`config.mk`:
```
export PLATFORM = sky130hd
export DESIGN_NAME = held_key_slot_table
export DESIGN_NICKNAME = d
export VERILOG_FILES = /design/src/rtl/core/hkst_pkg.sv /design/src/rtl/core/hkst_ram.sv /design/src/rtl/core/hkst_scan.sv /design/src/rtl/core/held_key_slot_table.sv
export SDC_FILE = /design/constraint.sdc
export NUM_CORES = 1
export LEC_CHECK = 0
export BUFFER_PORTS_ARGS = -buffer_cell sky130_fd_sc_hd__buf_2
export CAP_MARGIN = 20
export CORE_ASPECT_RATIO = 0.8
export CORE_MARGIN = 4
export CORE_UTILIZATION = 54
export DETAILED_ROUTE_END_ITERATION = 6
export PLACE_DENSITY = 0.78
export SETUP_SLACK_MARGIN = 0.3
export SLEW_MARGIN = 20
export SYNTH_ARGS = -nofsm -noshare
export SYNTH_HDL_FRONTEND = slang
export SYNTH_HIERARCHICAL = 1
export SYNTH_SLANG_ARGS = --single-unit
export TNS_END_PERCENT = 100
```
`constraint.sdc`:
```
create_clock -name clk_i -period 6.5 [get_ports clk_i]
set_input_delay 0.65 -clock clk_i [delete_from_list [all_inputs] [get_ports clk_i]]
set_output_delay 0.65 -clock clk_i [all_outputs]
set_load 0.05 [all_outputs]
```
`src/rtl/core/hkst_pkg.sv`:
```
// Shared types and constants for the held key slot table.
package hkst_pkg;

  localparam int unsigned KEY_W = 7;
  localparam int unsigned OUT_W = 5;

  // Command codes of an input beat.
  localparam logic CMD_ON  = 1'b0;
  localparam logic CMD_OFF = 1'b1;

  // Slot index reported when no slot holds the key (-1 in two's complement).
  localparam logic [OUT_W-1:0] SLOT_NONE = {OUT_W{1'b1}};

  typedef enum logic [1:0] {
    ST_IDLE,
    ST_SCAN,
    ST_DONE
  } st_e;

  // Status from the scan unit to the top-level sequencer.
  typedef struct packed {
    logic done;   // last slot is being compared this cycle
    logic match;  // current slot equals the key
    logic found;  // some earlier slot matched the key
    logic empty;  // some earlier slot was empty
  } scan_res_t;

endpackage

```
`src/rtl/core/hkst_ram.sv`:
```
// Generic single-write, single-read RAM with registered read data.
module hkst_ram #(
  parameter int unsigned WIDTH = 7,
  parameter int unsigned DEPTH = 16
) (
  input  logic                                       clk_i,
  input  logic                                       we_i,
  input  logic [((DEPTH > 1) ? $clog2(DEPTH) : 1)-1:0] waddr_i,
  input  logic [WIDTH-1:0]                           wdata_i,
  input  logic                                       re_i,
  input  logic [((DEPTH > 1) ? $clog2(DEPTH) : 1)-1:0] raddr_i,
  output logic [WIDTH-1:0]                           rdata_o
);

  logic [WIDTH-1:0] mem_q [DEPTH];
  logic [WIDTH-1:0] rdata_q;

  always_ff @(posedge clk_i) begin
    if (we_i) begin
      mem_q[waddr_i] <= wdata_i;
    end
    if (re_i) begin
      rdata_q <= mem_q[raddr_i];
    end
  end

  assign rdata_o = rdata_q;

endmodule

```
`src/rtl/core/hkst_scan.sv`:
```
// Slot scan unit: walks the table one slot per cycle and keeps first match and first empty slot.
module hkst_scan #(
  parameter int unsigned SLOTS = 16,
  parameter int unsigned IW    = 4
) (
  input  logic                     clk_i,
  input  logic                     rst_ni,
  input  logic                     start_i,
  input  logic [hkst_pkg::KEY_W-1:0] key_i,
  input  logic [hkst_pkg::KEY_W-1:0] slot_val_i,
  output logic                     rd_en_o,
  output logic [IW-1:0]            rd_addr_o,
  output logic                     cmp_vld_o,
  output logic [IW-1:0]            cmp_idx_o,
  output hkst_pkg::scan_res_t      res_o,
  output logic [IW-1:0]            found_idx_o,
  output logic [IW-1:0]            empty_idx_o
);
  import hkst_pkg::*;

  localparam logic [IW-1:0] LAST = IW'(SLOTS - 1);

  logic          issue_q, issue_d;
  logic [IW-1:0] addr_q, addr_d;
  logic          cmp_vld_q;
  logic [IW-1:0] cmp_idx_q;
  logic          found_q, found_d;
  logic [IW-1:0] found_idx_q, found_idx_d;
  logic          empty_q, empty_d;
  logic [IW-1:0] empty_idx_q, empty_idx_d;
  logic          match;
  logic          is_empty;

  assign match    = (slot_val_i == key_i);
  assign is_empty = (slot_val_i == '0);

  always_comb begin
    issue_d     = issue_q;
    addr_d      = addr_q;
    found_d     = found_q;
    found_idx_d = found_idx_q;
    empty_d     = empty_q;
    empty_idx_d = empty_idx_q;
    if (start_i) begin
      issue_d = 1'b1;
      addr_d  = '0;
      found_d = 1'b0;
      empty_d = 1'b0;
    end else begin
      if (issue_q) begin
        addr_d = addr_q + IW'(1);
        if (addr_q == LAST) begin
          issue_d = 1'b0;
        end
      end
      // Read data arrives in the cycle after its address, so compares use cmp_idx_q.
      if (cmp_vld_q && match && !found_q) begin
        found_d     = 1'b1;
        found_idx_d = cmp_idx_q;
      end
      if (cmp_vld_q && is_empty && !empty_q) begin
        empty_d     = 1'b1;
        empty_idx_d = cmp_idx_q;
      end
    end
  end

  always_ff @(posedge clk_i or negedge rst_ni) begin
    if (!rst_ni) begin
      issue_q   <= 1'b0;
      addr_q    <= '0;
      cmp_vld_q <= 1'b0;
      cmp_idx_q <= '0;
      found_q   <= 1'b0;
      empty_q   <= 1'b0;
    end else begin
      issue_q   <= issue_d;
      addr_q    <= addr_d;
      cmp_vld_q <= issue_q;
      cmp_idx_q <= addr_q;
      found_q   <= found_d;
      empty_q   <= empty_d;
    end
  end

  always_ff @(posedge clk_i) begin
    found_idx_q <= found_idx_d;
    empty_idx_q <= empty_idx_d;
  end

  assign rd_en_o     = issue_q;
  assign rd_addr_o   = addr_q;
  assign cmp_vld_o   = cmp_vld_q;
  assign cmp_idx_o   = cmp_idx_q;
  assign found_idx_o = found_idx_q;
  assign empty_idx_o = empty_idx_q;
  assign res_o.done  = cmp_vld_q && (cmp_idx_q == LAST);
  assign res_o.match = cmp_vld_q && match;
  assign res_o.found = found_q;
  assign res_o.empty = empty_q;

endmodule

```
`src/rtl/core/held_key_slot_table.sv`:
```
// Top level of the held key slot table: sequencer, slot valid bits, use count and result register.
//
// Input channel (in_valid_i / in_ready_o) carries one key event per beat: command_i
// (0 = key pressed, 1 = key released) and key_i. Output channel (out_valid_o /
// out_ready_i) returns one beat per event: slot_index_o (-1 if the key is not held),
// used_count_o and table_cleared_o.
// Each event scans the slot RAM one slot per cycle through a single compare unit.
// From acceptance to its result beat, an event goes through these steps: start the
// scan, read and compare every slot (read data is registered), and then write the
// RAM and load the result register. in_ready_o is high only while the sequencer
// is idle, so a new event is taken only after the previous one has made its
// final write.
// After reset all slots read as empty: per-slot valid bits are cleared at once and
// the used count is zero, so no clearing pass is needed.
// If the receiver stalls, the finished result waits in the output register; the
// next event may already be accepted and scanned, and it waits before its final
// write until the pending result beat has been taken.
module held_key_slot_table #(
  parameter int unsigned SLOTS = 16
) (
  input  logic                            clk_i,
  input  logic                            rst_ni,
  input  logic                            in_valid_i,
  output logic                            in_ready_o,
  input  logic                            command_i,
  input  logic [hkst_pkg::KEY_W-1:0]      key_i,
  output logic                            out_valid_o,
  input  logic                            out_ready_i,
  output logic signed [hkst_pkg::OUT_W-1:0] slot_index_o,
  output logic [hkst_pkg::OUT_W-1:0]      used_count_o,
  output logic                            table_cleared_o
);
  import hkst_pkg::*;

  localparam int unsigned IW = (SLOTS > 1) ? $clog2(SLOTS) : 1;
  localparam int unsigned CW = $clog2(SLOTS + 1);

  st_e               state_q, state_d;
  logic              cmd_q;
  logic [KEY_W-1:0]  key_q;
  logic [SLOTS-1:0]  valid_q, valid_d;
  logic [CW-1:0]     used_q, used_d;
  logic              out_valid_q;
  logic [OUT_W-1:0]  slot_index_q, slot_index_d;
  logic [OUT_W-1:0]  used_count_q;
  logic              cleared_q, cleared_d;

  logic              scan_start;
  logic              done_fire;
  logic              rd_en;
  logic [IW-1:0]     rd_addr;
  logic [KEY_W-1:0]  rdata;
  logic              cmp_vld;
  logic [IW-1:0]     cmp_idx;
  scan_res_t         scan_res;
  logic [IW-1:0]     found_idx;
  logic [IW-1:0]     empty_idx;
  logic [KEY_W-1:0]  slot_val;
  logic              we;
  logic [IW-1:0]     waddr;
  logic              key_nz;
  logic [IW-1:0]     pick;
  logic [IW+OUT_W-1:0] pick_ext;
  logic [CW+OUT_W-1:0] used_ext;

  hkst_ram #(
    .WIDTH(KEY_W),
    .DEPTH(SLOTS)
  ) u_ram (
    .clk_i  (clk_i),
    .we_i   (we),
    .waddr_i(waddr),
    .wdata_i(key_q),
    .re_i   (rd_en),
    .raddr_i(rd_addr),
    .rdata_o(rdata)
  );

  // A slot whose valid bit is low reads as empty whatever the RAM holds.
  assign slot_val = valid_q[cmp_idx] ? rdata : '0;

  hkst_scan #(
    .SLOTS(SLOTS),
    .IW   (IW)
  ) u_scan (
    .clk_i      (clk_i),
    .rst_ni     (rst_ni),
    .start_i    (scan_start),
    .key_i      (key_q),
    .slot_val_i (slot_val),
    .rd_en_o    (rd_en),
    .rd_addr_o  (rd_addr),
    .cmp_vld_o  (cmp_vld),
    .cmp_idx_o  (cmp_idx),
    .res_o      (scan_res),
    .found_idx_o(found_idx),
    .empty_idx_o(empty_idx)
  );

  // Next state.
  always_comb begin
    state_d = state_q;
    unique case (state_q)
      ST_IDLE: begin
        if (in_valid_i) begin
          state_d = ST_SCAN;
        end
      end
      ST_SCAN: begin
        if (scan_res.done) begin
          state_d = ST_DONE;
        end
      end
      ST_DONE: begin
        if (!out_valid_q || out_ready_i) begin
          state_d = ST_IDLE;
        end
      end
      default: state_d = ST_IDLE;
    endcase
  end

  // Sequencer outputs.
  always_comb begin
    in_ready_o = 1'b0;
    done_fire  = 1'b0;
    unique case (state_q)
      ST_IDLE: in_ready_o = 1'b1;
      ST_SCAN: ;
      ST_DONE: done_fire = !out_valid_q || out_ready_i;
      default: ;
    endcase
  end

  // The scan starts in the cycle after acceptance, once the key is registered.
  logic start_q;
  assign scan_start = start_q;

  assign key_nz = (key_q != '0);

  // Table update and result.
  always_comb begin
    valid_d   = valid_q;
    used_d    = used_q;
    we        = 1'b0;
    waddr     = '0;
    cleared_d = 1'b0;
    // A release empties every matching slot as the scan passes it.
    if (state_q == ST_SCAN && cmp_vld && cmd_q == CMD_OFF && scan_res.match && key_nz) begin
      valid_d[cmp_idx] = 1'b0;
      used_d           = used_q - CW'(1);
    end
    if (done_fire && cmd_q == CMD_ON && !scan_res.found) begin
      we = 1'b1;
      if (scan_res.empty) begin
        waddr              = empty_idx;
        valid_d[empty_idx] = key_nz;
        used_d             = used_q + CW'(key_nz);
      end else begin
        // Full table: drop every key, then the new key takes slot zero.
        valid_d    = '0;
        valid_d[0] = key_nz;
        used_d     = CW'(key_nz);
        cleared_d  = 1'b1;
      end
    end
  end

  always_comb begin
    if (scan_res.found) begin
      pick = found_idx;
    end else if (scan_res.empty) begin
      pick = empty_idx;
    end else begin
      pick = '0;
    end
    pick_ext = {{OUT_W{1'b0}}, pick};
    used_ext = {{OUT_W{1'b0}}, used_d};
    if (cmd_q == CMD_OFF || !key_nz) begin
      slot_index_d = SLOT_NONE;
    end else begin
      slot_index_d = pick_ext[OUT_W-1:0];
    end
  end

  always_ff @(posedge clk_i or negedge rst_ni) begin
    if (!rst_ni) begin
      state_q     <= ST_IDLE;
      start_q     <= 1'b0;
      valid_q     <= '0;
      used_q      <= '0;
      out_valid_q <= 1'b0;
    end else begin
      state_q <= state_d;
      start_q <= in_valid_i && in_ready_o;
      valid_q <= valid_d;
      used_q  <= used_d;
      if (done_fire) begin
        out_valid_q <= 1'b1;
      end else if (out_ready_i) begin
        out_valid_q <= 1'b0;
      end
    end
  end

  always_ff @(posedge clk_i) begin
    if (in_valid_i && in_ready_o) begin
      cmd_q <= command_i;
      key_q <= key_i;
    end
    if (done_fire) begin
      slot_index_q <= slot_index_d;
      used_count_q <= used_ext[OUT_W-1:0];
      cleared_q    <= cleared_d;
    end
  end

  assign out_valid_o     = out_valid_q;
  assign slot_index_o    = $signed(slot_index_q);
  assign used_count_o    = used_count_q;
  assign table_cleared_o = cleared_q;

`ifndef ASSERT_OFF
  a_used_matches_valid: assert property (@(posedge clk_i) disable iff (!rst_ni)
    $countones(valid_q) == used_q)
    else $error("used count disagrees with slot valid bits");

  a_used_bounded: assert property (@(posedge clk_i) disable iff (!rst_ni)
    used_q <= SLOTS)
    else $error("used count exceeds table size");

  a_done_in_scan: assert property (@(posedge clk_i) disable iff (!rst_ni)
    scan_res.done |-> state_q == ST_SCAN)
    else $error("scan finished outside the scan state");

  a_clear_slot: assert property (@(posedge clk_i) disable iff (!rst_ni)
    (out_valid_o && table_cleared_o) |->
      (slot_index_q == '0 || slot_index_q == SLOT_NONE))
    else $error("cleared table reported a slot other than zero");

  a_start_after_accept: assert property (@(posedge clk_i) disable iff (!rst_ni)
    (in_valid_i && in_ready_o) |=> state_q == ST_SCAN && start_q)
    else $error("accepted beat did not start a scan");
`endif

endmodule
```
### Word level (Yosys, flattened, before mapping)

Memories as Yosys holds them, arrays and structs flattened. A register that Yosys moved wholly into a read port is not among the register bits.
Index checks and enable logic that the tools add are counted.

| cells by class | value |
|---|---|
| add/sub/neg operators | 3 |
| multipliers | 0 |
| div/mod/pow operators | 0 |
| $lt $le $gt $ge | 4 |
| eq/ne operators | 8 |
| shifts and indexed selects | 0 |
| mux-type cells | 39 |
| bitwise operators | 4 |
| reduce and logical (&&, ||, !) cells | 30 |

Operators with widths:

| operator | count |
|---|---|
| $mux 16 | 3 |
| $mux 4 | 5 |
| $mux 5 | 4 |
| $mux 1 | 18 |
| $and 16x16->16 | 1 |
| $bwmux 16 | 1 |
| $not 16->16 | 1 |
| $logic_and 1x1->1 | 14 |
| $lt 4x5->1 const B | 2 |
| $demux 1 s4 | 2 |
| $eq 4x4->1 const B | 2 |
| $ge 4x1->1 const B | 2 |
| $reduce_bool 2->1 | 4 |
| $eq 7x7->1 | 1 |
| $logic_not 7->1 | 1 |
| $mux 7 | 1 |
| $reduce_bool 7->1 | 1 |
| $mux 2 | 3 |
| $ne 2x2->1 const B | 3 |
| $pmux 2 s3 | 1 |
| $add 5x1->5 | 1 |
| $sub 5x1->5 const B | 1 |
| $add 4x1->4 const B | 1 |
| $bmux 1 s4 | 1 |
| other kinds (8) | 14 |

| word-level totals | value |
|---|---|
| bits in registers | 64 |
| latch bits | 0 |
| memory bits (writable) | 112 |
| ROM bits | 0 |
| output and inout port bits | 13 |
| memories kept | 1 |

Memory list:

| memory | depth | bits a word | read ports | clocked after memory_dff | write ports | RTL line | source |
|---|---|---|---|---|---|---|---|
| u_ram.mem_q | 16 | 7 | 1 | 1 | 1 | hkst_ram.sv:15 | `logic [WIDTH-1:0] mem_q [DEPTH];` |

### Depth between registers and ports, before layout

| depth | value |
|---|---|
| depth in word-level cells | 11 |
| gate-level depth with buffers | 15 |
| mapped depth without buffers | 13 |

### Hierarchy

Netlist, hierarchy kept.

By module, submodules not included:

| module | times used | cells an instance | area each (um2) | sequential area each (um2) |
|---|---|---|---|---|
| hkst_ram | 1 | 203 | 4600.7 | 3573.4 |
| held_key_slot_table | 1 | 228 | 2324.7 | 1196.1 |
| hkst_scan | 1 | 61 | 809.5 | 540.5 |

### Least setup slack after synthesis

OpenSTA, ideal clock, no wires.

| timing path | value |
|---|---|
| path type | flip-flop to flip-flop |
| from | register u_scan.cmp_idx_q[3], in the netlist u_scan/cmp_idx_o[3] |
| to | register used_count_q[4], in the netlist used_count_o[4] (data pin) |
| library setup time | 279 ps |
| arrival time | 2852 ps |
| path slack | 3369 ps |
| cell stages (with the launch flop) | 16 |
| buffers on the path | 2 |
| clock period less this slack | 3131 ps |
| cell sequence | dfrtp_1 -> buf_2 -> mux4_2 -> nor2b_1 -> a211oi_1 -> a21oi_1 -> and2_1 -> xnor2_1 -> nand4_1 -> nor3_1 -> nand3_1 -> a211oi_1 -> buf_2 -> nand3_1 -> nand3_1 -> o221ai_1 |

RTL lines:

| what | RTL line | source |
|---|---|---|
| start, declared | hkst_scan.sv:26 | `logic [IW-1:0] cmp_idx_q;` |
| start signal, assigned | hkst_scan.sv:80 | `cmp_idx_q <= addr_q;` |
| end signal, assigned | held_key_slot_table.sv:213 | `used_count_q <= used_ext[OUT_W-1:0];` |
| end, declared | held_key_slot_table.sv:45 | `logic [OUT_W-1:0] used_count_q;` |

==> metrics.md <==
| Metric | Value |
|---|---|
| Status | finished clean |
| Synth area leader | edfxtp_1 |
| Met2 Usage GRT | between 20% and 30% |
| ANT cells | 0 |
| Clock slew at reported path FFs | 0.06 ns |
| Worst Skew | around 0.0073 ns |
| Post-CTS sizing | 0 |
| Hold Path Class | input pin to asynchronous set/reset pin |
| Yosys warning count | 6 |
| Final core utilization | between 60% and 70% |
| RSZ-0062 raised after global routing | false |
| Library cells used by synthesis | 46 |
| Share of total power in sequential cells | between 40% and 50% |
| CP Max Fanout | 11 |
| Post-Synth XOR/XNOR Area | 1.59% |
| Worst setup EP type | flop |
| Pre-Repair DR Iteration Count | 5 |
| GRT Total Usage | between 20% and 30% |
| Layout cells sized above 1 | around 16% |
| Final Worst Setup Slack | roughly 2.8 ns |
| Comb power frac | a little under a quarter |
| VDD IR max | ~0.31 mV |
| Pin count of the biggest net entering global routing | 38 |
| Buffers on Ports | 24 |
| Syn Inst Count | between 400 and 500 |
| Pre-CTS setup slack | around 2.9 ns |
| Met3 GRT Util | ~8.3% |
| Global-route wire length before repair | approximately 25,000 µm |
| Setup TNS | 0 ns |
| H-tree depth | 4 |
| Register area share after synthesis | between 60% and 70% |
| Synth top area share | a little under three fifths |
| Net Sw Frac | around 30% |
| GRT Residual Overflow | 0 |
| DR WL/cell | around 22 µm |
| Area grow syn2layout | 10.7% |
| Die span in y | 115 µm |
| Cell area after synthesis | 7730 µm² |
| Drt first-iter violations | between 700 and 800 |
| Initial antenna violation count | 0 |
| Fraction of registers with async set/reset | around a fifth |
| CTS buffer count | 17 |
| IO Count | 25 |
| # clock sinks | 183 |
| Leakage | ~3.0 nW |
| Placed Instance Area | a little under 8000 µm² |
| Number of global-route vias before repair | approximately 4.5k |
| Max-Cap Viols | 0 |
| Post-synth top cells | edfxtp_1, dfrtp_1, nand2_1 |
| Worst r2r src | u_scan/cmp_idx_o[3] |
| Fmax | around 0.27 GHz |
| CP startpoint kind | flop |
| PwrDens | 398 nW/µm² |
| Setup bufs post-CTS | 0 |
| Core footprint | ~14,000 µm² |
| Placed cell count | 674 |
| TritonCTS clock tree | done |
| Reg2Reg Depth | 14 |
| Post-DP HPWL | between 10,000 and 15,000 µm |
| DRC errors left | 0 |
| Area share of fa/ha/maj cells after synthesis | less than 1% |
| CP required | roughly 6.8 ns |
| Worst-margin pin slew | 1.02 ns |
| Starting Density | between 50 and 60% |
| End point of the critical path | valid_q[2] |
| Largest family of logic cells by synthesized area | multiplexers |
| Vias per cell | 6.31 |
| Final hold violations | 0 |
| Die area | approximately 16,000 µm² |
| Final #Nets | between 500 and 600 |
| Final Critical Period | between 3 and 4 ns |
| Layout Cells excl Fill | 706 |
| Routed WL | ~16,000 µm |
| Synth Register Bits | ~180 |
| Hold_ws | 0.327 ns |
| Clock buffer depth | 2 |
| Synth top area cells | edfxtp_1, dfrtp_1, mux4_1 |
| Part of the power in the clock network | approximately 30% |
| Crit path DAT | about 4.0 ns |
| Via count | approximately 4.5k |
| Most instantiated library cell after synthesis | edfxtp_1 |
| Top FF cell, synth | edfxtp_1 |
| Synth Area in Compound Gates | 6.63% |
| Syn_nets | roughly 510 |
| Type of the worst setup path | flop to flop |
| Antenna Nets Post-Route | 0 |
| Placer's final routability congestion estimate | approximately 0.97 |
| Fillers | ~990 |
| Simple-Gate Fraction of Synth Area | 9.45% |
| Syn_area_per_cell | roughly 16 µm² |
| CP startpoint | u_scan/cmp_idx_o[3] |
| Proportion of synthesized area in mux cells | 10.5% |
| R2R Setup Slk | between 2 and 3 ns |
| Global route hottest layer | met1 |
| FP Rows | 38 |
| R2r endpoint | valid_q[2] |
| GRT met1 Usage | between 20% and 30% |
| Final instance area | 8560 µm² |
| Die width | 142 µm |
| Number of flops mapped to enable cells by yosys | 146 |
| Setup violators final | 0 |
| P_sw | between 1 and 1.5 mW |
| Slew Viols, Final | 0 |
| Clk_lat worst skew | 0.42 ns |
| Tot Pwr | between 3 and 4 mW |
| Period utilization | between 50% and 60% |
| Power Internal | 2.39 mW |
| Hold-fix buffer count after cts | 0 |
| Max_slew headroom | a little under a third |
| Clk root buf | clkbuf_16 |
==> critical path, stage by stage, from the launching register on <==
cell	delay [ns]
dfrtp_1	0.60
mux4_2	0.55
nor2b_1	0.15
a211oi_1	0.24
a21oi_1	0.14
and2_1	0.24
xnor2_1	0.18
nand4_1	0.21
nor3_1	0.20
nand3_1	0.11
a211oi_1	0.18
buf_4	0.23
nand3b_1	0.17
o221ai_1	0.22
o21ai_0	0.14
==> layout by cell type, fill, tap and decap left out, types with 12 or more instances in the layout <==
cell,Yosys,layout
mux4_2,15,15
nand3_1,15,15
buf_2,10,24
o21ai_0,16,16
a22oi_1,18,18
mux4_1,17,17
nand2_1,37,37
nor2_1,34,34
clkbuf_16,0,20
edfxtp_1,146,146
dfrtp_1,37,37
a21oi_1,12,12
o221ai_1,13,13
==> worst min-delay path by stage <==
stage | slack, ns | endpoint | start | cells after the start
2_1_floorplan | 0.35 | out_valid_o | rst_ni | 0
3_3_place_gp | 0.51 | state_q[0] | state_q[1] | 1
3_5_place_dp | 0.53 | state_q[0] | state_q[1] | 1
4_1_cts | 0.35 | used_q[4] | rst_ni | 1
5_1_grt | 0.38 | key_q[5] | key_i[5] | 1
6_report | 0.33 | used_q[3] | rst_ni | 1
==> metal layers <==
layer  vias up  part of all wire (%)  wire, µm
li1       1965                     -         -
met1      2215                    42      6700
met2       242                    44      6930
met3        31                    12      1900
met4         0                   1.7       272
met5         -                     0         0
==> cell families after synthesis <==
family	after synthesis
DFF	183
and+or+nand+nor	145
AOI/OAI and AO/OA	76
buffers and inverters	35
muxes	35
xor gates and xnor gates	14
adders and majority gates	4
==> power by group through the flow <==
stage	sequential [mW]	clock, mW	combinational (mW)
after global placement	1.62	0	0.743
after CTS	1.61	1.03	0.771
after floorplan	1.53	0	0.674
after detailed placement	1.63	0	0.768
final	1.61	1.01	0.782
after global routing	1.63	1.08	0.847
==> sequential cells by signal, indices dropped and copies added (netlist names) <==
register / flops
u_scan/cmp_idx_o: 4
table_cleared_o: 1
used_q: 5
u_scan/empty_idx_o: 4
used_count_o: 5
u_scan/found_idx_o: 4
cmd_q: 1
u_scan/empty_q: 1
scan_start: 1
slot_index_o: 5
u_scan/found_q: 1
key_q: 7
u_ram/mem_q: 112
u_scan/rd_en_o: 1
out_valid_o: 1
valid_q: 16
u_scan/cmp_vld_o: 1
state_q: 2
u_ram/rdata_o: 7
u_scan/rd_addr_o: 4
==> area by class of cell <==
class | count | area, µm² | share of cell area [%]
flip-flops and latches | 183 | 5310 | 62.0
multi-input cells | 274 | 2240 | 26.1
clock buffers | 26 | 543 | 6.34
well taps | 180 | 225 | 2.63
repair buffers | 29 | 158 | 1.84
clock inverters | 6 | 57.6 | 0.672
inverters | 8 | 30.0 | 0.351
Note: power is estimated with default switching activity, not from simulation.
